<file path="config.mk">
export PLATFORM = sky130hd
export DESIGN_NAME = spq_cell
export DESIGN_NICKNAME = d
export VERILOG_FILES = /design/src/rtl/core/spq_pkg.sv /design/src/rtl/core/spq_cell.sv
export SDC_FILE = /design/constraint.sdc
export NUM_CORES = 1
export LEC_CHECK = 0
export BUFFER_PORTS_ARGS = -buffer_cell sky130_fd_sc_hd__buf_4
export CORE_AREA = 2 2 104 106
export DETAILED_ROUTE_END_ITERATION = 8
export DIE_AREA = 0 0 106 108
export PLACE_DENSITY = 0.86
export SLEW_MARGIN = 20
export SYNTH_ARGS = -nofsm -noshare
export SYNTH_HDL_FRONTEND = slang
export SYNTH_SLANG_ARGS = --single-unit
</file>
<file path="constraint.sdc">
create_clock -name clk_i -period 4.1 [get_ports clk_i]
set_input_delay 0 -clock clk_i [delete_from_list [all_inputs] [get_ports clk_i]]
set_output_delay 0 -clock clk_i [all_outputs]
set_load 0.01 [all_outputs]
</file>
<file path="src/rtl/core/spq_pkg.sv">
// types, codes and defaults shared by the sorted priority queue
package spq_pkg;

  localparam int unsigned DefaultDepth = 64;
  localparam int unsigned IdW          = 32;
  localparam int unsigned KeyW         = 32;
  localparam int unsigned StatusW      = 2;
  localparam int unsigned OccW         = 7;

  localparam logic CmdInsert = 1'b0;
  localparam logic CmdRemove = 1'b1;

  localparam logic [StatusW-1:0] StDone  = 2'd0;
  localparam logic [StatusW-1:0] StFull  = 2'd1;
  localparam logic [StatusW-1:0] StEmpty = 2'd2;

  typedef enum logic [1:0] {
    OpNone,
    OpInsert,
    OpRemove
  } spq_op_e;

  typedef struct packed {
    logic [IdW-1:0]  id;
    logic [KeyW-1:0] key;
  } entry_t;

  typedef struct packed {
    spq_op_e op;
    entry_t  ent;
  } ctrl_t;

endpackage

</file>
<file path="src/rtl/core/spq_cell.sv">
// one slot of the sorted shift chain
module spq_cell import spq_pkg::*; (
  input  logic   clk_i,
  input  ctrl_t  ctrl_i,
  input  logic   occ_i,
  input  logic   left_occ_i,
  input  logic   left_shift_i,
  input  entry_t left_ent_i,
  input  entry_t right_ent_i,
  output logic   shift_o,
  output entry_t ent_o
);

  entry_t ent_q, ent_d;

  // entry moves right when the new key sorts strictly before it
  assign shift_o = occ_i && (ctrl_i.ent.key < ent_q.key);
  assign ent_o   = ent_q;

  always_comb begin
    ent_d = ent_q;
    case (ctrl_i.op)
      OpInsert: begin
        if (left_shift_i) begin
          ent_d = left_ent_i;
        end else if (shift_o || (!occ_i && left_occ_i)) begin
          ent_d = ctrl_i.ent;
        end
      end
      OpRemove: begin
        ent_d = right_ent_i;
      end
      default: begin
        ent_d = ent_q;
      end
    endcase
  end

  always_ff @(posedge clk_i) begin
    ent_q <= ent_d;
  end

endmodule

</file>
==> impl_results.md, run 1 <==
- Status: completed
- Worst path bufs/invs: 2
- Layout cells sized above 1: 0.4006
- Syn Nets: 624
- Netlist cell types: 30
- Main combinational cell family by area after synthesis: multiplexers
- Clock Power Share: 0.237
- Slowest-stage cell, CP: buf_4
- Async SR Flop Fraction: 0
- Combinational share of power: 0.320
- Drt initial violations: 232
- Synth Area in XOR/XNOR: 0
- Final setup violation count: 0
- Setup TNS: 0 ns
- CTS clk-pin slew, worst paths: 0.07 ns
- Critical Setup Path Class: flop to flop
- Num rows: 37
- Util after Layout: 0.6806
- HPWL after DPL: 9.857 mm
- Switching pwr: 528.9 uW
- CP max stage delay: 0.67 ns
- Top-area cell type share of the netlist area: 0.4710
- Sequential area share after synthesis: 0.4710
- CP arrival: 2.80 ns
- DR DRC count: 0
- Maxcap violations: 0
- Clk buf depth: 2
- CTS sink cnt: 64
- Top cell type by total area after synthesis: edfxtp_1
- Final hold vios: 0
- Max_slew headroom: 0.4400
- Worst setup margin: 1.248 ns
- GP Congestion: 0.8581
- TritonRoute pass-1 iters: 4
- # IOs: 263
- Crit end category: flop
- Die width: 106 um
- Compound-gate portion of the synthesized area: 0.1220
- Internal Dissipation: 1354 uW
- Critical path depth in cells: 8
- GRT Overall Usage: 0.2404
- Leak: 0.003325 uW
- Synth warn: 0
- Synth Area per Inst: 10.33 um^2
- Number of synthesized flops with an enable pin: 64
- Post-Synthesis Cells: 395
- Clock Skews: 0.009170 ns
- Main area contributors after synthesis: edfxtp_1 (47%), mux2i_1 (16%), ha_1 (9.5%)
- Post-synthesis mux area share: 0.1570
- Initial core utilization: 0.3988
- Die Footprint: 11450 um^2
- Via/cell ratio: 4.994
- # port buffers: 262
- Initial antenna violation count: 1
- CP Launch Type: flop
- Die span in y: 108 um
- Final net count: 944
- Flop pwr share: 0.443
- Via Count: 4275
- Period utilization: 0.6957
- Fmax: 350.6 MHz
- Vias in the first global route: 4430
- Register bit count reported by yosys: 64
- First-pass GRT wire length: 21.29 mm
- Post-Synth Simple-Gate Area: 0.1018
- Post_cts resized: 0
- Sw Share: 0.2809
- Peak VDD IR: 0.1721 mV
- Core area: 10230 um^2
- Clock period minus worst slack: 2.852 ns
- Hold Path Class: primary input to flop
- Worst path cell trace: inv_1 -> ha_1 -> nand4_2 -> nor4_2 -> a2111oi_1 -> nand4_1 -> o21ai_4 -> buf_4
- Worst path required time: 4.05 ns
- Top delay family on crit path: buffers and inverters
- Final max-slew violation count: 0
- Main flop type after synthesis: edfxtp_1
- Root buf cell: clkbuf_8
- TritonCTS clock tree: done
- Largest net degree at the start of global routing: 67
- Worst reg2reg path depth: 8
- Tightest Pin Transition: 0.8401 ns
- Non-filler cells, final: 856
- Unrepaired setup endpoints after global routing: no
- Overflow after GRT: 0
- Num CTS Buffers: 9
- P&R area growth vs syn: 70.65%
- Max reg flops: 64
- Worst-Skew Late Latency: 0.33 ns
- Avg WL per Cell: 16.44 um
- Total length of routed wires: 14.07 mm
- Cell Pwr Density: 270.4 nW/um^2
- Critical path fanouts, max: 64
- Adder-Cell Fraction of Synth Area: 0.09506
- Hold depth: 3
- Detail Route Antenna Nets: 0
- Placed insts: 776
- Post-Place Setup Slack: 1.244 ns
- H-tree levels: 3
- Mapped Area: 4080 um^2
## metrics by stage
stage	instance area (um^2)	hold slack, ns	power (uW)
finish	6963	0.01822	1883
global route	6963	0.01058	1981
CTS	6960	0.003684	1896
detailed placement	6166	0.2865	1398
global placement	6166	0.2803	1373
floorplan	4080	0.1935	1088
## what timing repair did
action	CTS	global route
hold buffers	64	0
endpoints found under the hold margin	64	0
setup buffers	0	0
## power groups by stage
stage	Sequential, uW	Clock (uW)	Combinational [uW]
after floorplan	879	0	209
after global placement	843	0	529
after detailed placement	848	0	550
after CTS	834	462	600
after global routing	842	485	654
final	834	446	603
## cells in the mapped netlist, types with 2 or more instances
cell type,instances
a21oi_1,13
and4_1,3
ha_1,31
buf_2,11
mux2i_1,64
nand3_1,3
nor2_1,4
o21a_1,2
edfxtp_1,64
nand2_1,73
nor2b_1,2
nand4_2,2
inv_1,31
nand4_1,2
o21ai_1,65
o21ai_0,3
clkbuf_1,9
## final timing paths
check	startpoint	to	slack, ns
hold / removal	ctrl_i[37]	ent_o[37]	0.02
hold reg to reg	ent_o[31]	ent_o[18]	1.52
setup / recovery	ent_o[29]	ent_o[43]	1.25
setup reg to reg	ent_o[29]	ent_o[43]	1.25
## area by class of cell
class                   count  area, um^2
clock inverters             4       22.52
inverters                  32       120.1
repair buffers            330        2638
clock buffers              11       131.4
well taps                 136       170.2
flip-flops and latches     64        1922
fillers                   752        3268
diodes                      1       2.502
multi-input cells         278        1957
## per-layer routing
layer	routed length, um	GRT usage	part of all wire	up-vias
met3	1145	0.07173	0.081	43
met1	5260	0.2462	0.37	1961
met2	7175	0.4484	0.51	207
met4	491	0.1156	0.035	0
li1	-	-	-	2064
met5	0	0	0	-
## worst reg2reg max path: cells and delay by family, from the launching register on
kind                     cells  cell delay [ns]
AND/OR/NAND/NOR              3             0.42
buffers and inverters        2             0.75
adder cells (fa/ha/maj)      1             0.25
AO/OA/AOI/OAI                2             0.63
flip-flops                   1             0.40
## cells in the final DEF, fill, tap and decap left out, drive strengths merged, types with 3 or more instances in the layout
cell         instances
edfxtp              64
nand2               73
buf                266
clkbuf              11
mux2i               64
nand3                3
a21oi               13
ha                  31
dlygate4sd3         64
nand4                4
inv                 31
and4                 3
clkinv               4
nor2                 4
o21ai               69
## cells by family (layout without fill, tap and decap cells)
kind of cell / after synthesis / in the layout
adder cells (fa/ha/maj): 31 / 31
AND/OR/NAND/NOR: 92 / 92
AO/OA/AOI/OAI: 91 / 91
other: 0 / 1
buffers and inverters: 53 / 377
flip-flops: 64 / 64
multiplexers: 64 / 64
Power figures use the tool's default switching activity.
==> run 2, diff against run 1 <==
Settings changed: ABC_AREA set to 1, CORE_AREA 2 2 104 106 to 2 2 105 107, DIE_AREA 0 0 106 108 to 0 0 107 109, PLACE_DENSITY 0.86 to 0.87.
Clock period 4.1 ns to 2.38 ns, I/O delays scaled along.
==> impl_results.md, run 2 <==
- Status: completed
- Slowest-stage cell, CP: edfxtp_1
- Drt initial violations: 239
- Reg-to-reg startpoint: ent_o[13]
- Final setup violation count: 0
- # IOs: 263
- Worst path cell trace: inv_1 -> ha_1 -> a21oi_1 -> o21ai_0 -> a21oi_1 -> nand2_1 -> nand2_1 -> nand2_1 -> nand2_1 -> nand2_1 -> nand2_4 -> buf_4
- Worst-Skew Late Latency: 0.33 ns
- Sequential area share after synthesis: 0.4742
- Hold depth: 3
- Filler cell count in the final layout: 914
- R2R Setup Slk: 0.19 ns
- Clock Skews: 0.01113 ns
- Initial antenna violation count: 0
- Worst setup margin: 0.1892 ns
- Total power: 3329 uW
- Worst reg2reg path depth: 12
- Leak: 0.003181 uW
- Top-area cell type share of the netlist area: 0.4742
- Num CTS Buffers: 9
- Maxcap violations: 0
- Main area contributors after synthesis: edfxtp_1 (47%), nand2_1 (15%), a31oi_1 (9.9%)
- Area after DPL: 6190 um^2
- Hold Path Class: primary input to flop
- CTS clk-pin slew, worst paths: 0.07 ns
- Vias in the first global route: 4080
- Top delay family on crit path: simple AND/OR/NAND/NOR gates
- Number of synthesized flops with an enable pin: 64
- Max reg flops: 64
- Root buf cell: clkbuf_8
- Die Footprint: 11660 um^2
- First-pass GRT wire length: 19.41 mm
- Async SR Flop Fraction: 0
- Post-Place Setup Slack: 0.1695 ns
- Register bit count reported by yosys: 64
- TritonRoute pass-1 iters: 4
- GRT Overall Usage: 0.2147
- Period utilization: 0.9205
- Avg WL per Cell: 14.30 um
- Die width: 107 um
- Placed insts: 874
- Netlist cell types: 20
- Top cell type by total area after synthesis: edfxtp_1
- Non-filler cells, final: 894
- Tightest Pin Transition: 0.6630 ns
- Mapped Area: 4053 um^2
- Most common cell in the synthesized netlist: nand2_1
- Critical path fanouts, max: 11
- Layout cells sized above 1: 0.3886
- Unrepaired setup endpoints after global routing: no
- Worst Hold End: ent_o[41]
- Via/cell ratio: 4.858
- Worst path required time: 2.41 ns
- Synth Area per Inst: 8.237 um^2
- Syn Nets: 721
- Final instance area: 6441 um^2
- Final max-slew violation count: 0
- Top post-synthesis cells by count: nand2_1 (163), nor2_1 (73), a31oi_1 (64), edfxtp_1 (64), inv_1 (39)
- Critical Setup Path Class: flop to flop
- Main flop type after synthesis: edfxtp_1
- Initial core utilization: 0.3822
- H-tree levels: 3
- Synth warn: 0
- Final hold vios: 0
- HP Start: right_ent_i[41]
- Via Count: 4343
- N_diodes: 0
- Clk buf depth: 2
- Core area: 10600 um^2
- Setup TNS: 0 ns
- Worst path bufs/invs: 2
- Most used cell, CP: nand2_1
- DR DRC count: 0
- Fmax: 456.5 MHz
- TritonCTS clock tree: done
- Clock period minus worst slack: 2.191 ns
- GP Congestion: 0.7961
- Most frequent cells in the layout: buf_4 (264), nand2_1 (161), nor2_1 (73), a31oi_1 (64), edfxtp_1 (64)
- # port buffers: 262
- Largest net degree at the start of global routing: 68
- CP Launch Type: flop
- HPWL after DPL: 10.03 mm
- Crit end category: flop
- Post-CTS Setup Inserts: 0
- Post-Synthesis Cells: 492
- Most common cell after layout, fill and taps aside: buf_4
- CP max stage delay: 0.40 ns
- CTS sink cnt: 64
- Die span in y: 109 um
- P&R area growth vs syn: 58.94%
- CP arrival: 2.22 ns
- Num rows: 38
- Post_cts resized: 0
- Max_slew headroom: 0.5580
- Overflow after GRT: 0
- Crit path from: ent_o[13]
- Worst r2r dst: ent_o[14]
- Total length of routed wires: 12.79 mm
- Peak VDD IR: 0.3402 mV
- Final net count: 978
- Cell Pwr Density: 516.9 nW/um^2
- Detail Route Antenna Nets: 0
==> run 2: worst max-delay path by stage <==
stage,end,slack [ns],cells after the start
2_1_floorplan,ent_o[0],0.16,13
3_3_place_gp,ent_o[8],0.23,12
3_5_place_dp,ent_o[9],0.17,14
4_1_cts,ent_o[14],0.16,14
5_1_grt,ent_o[14],0.03,14
6_report,ent_o[14],0.19,12
==> run 2: cell type report <==
class,instances,area [um^2],share of cell area
Clock buffer,10,127.6,0.01981
Clock inverter,6,83.83,0.01301
Inverter,43,161.4,0.02506
Multi-Input combinational cell,358,1849,0.2871
Sequential cell,64,1922,0.2984
Tap cell,140,175.2,0.02720
Timing Repair Buffer,273,2122,0.3294
==> run 2: what timing repair did <==
action                                  4_1_cts  5_1_grt
hold endpoints to repair                      4        0
endpoints found under the setup margin        0        0
hold buffers                                  4        0
==> run 2: stage by stage <==
stage,utilization,hold WS [ns]
after global routing,0.6075,0.005201
final,0.6075,0.01722
after floorplan,-,0.2538
after CTS,0.6075,0.003758
after global placement,0.5838,0.3508
after detailed placement,0.5838,0.3507
==> run 2: logic make-up (layout without fill, tap and decap cells) <==
family	after synthesis	in the layout	share of synthesized area
buffers and inverters	70	332	0.07317
AOI/OAI and AO/OA	84	84	0.1235
and+or+nand+nor	243	243	0.2334
adders and majority gates	31	31	0.09571
DFF	64	64	0.4742
==> run 2: power by group <==
part           internal (uW)  switching [uW]  leakage [uW]
Sequential              1370            36.8      0.000614
Combinational            482             433       0.00247
Clock                    585             421     0.0000999
==> run 2: worst register-to-register path, stage by stage (launching register included) <==
cell	delay (ns)
edfxtp_1	0.40
inv_1	0.07
ha_1	0.24
a21oi_1	0.15
o21ai_0	0.10
a21oi_1	0.16
nand2_1	0.11
nand2_1	0.07
nand2_1	0.06
nand2_1	0.06
nand2_1	0.08
nand2_4	0.18
buf_4	0.22
==> run 2: layer usage <==
| layer | global-route usage | up-vias | part of all wire |
|---|---|---|---|
| met5 | 0 | - | 0 |
| met4 | 0.06772 | 0 | 0.016 |
| met3 | 0.06097 | 16 | 0.093 |
| met2 | 0.3867 | 207 | 0.50 |
| met1 | 0.2470 | 1942 | 0.39 |
| li1 | - | 2178 | - |
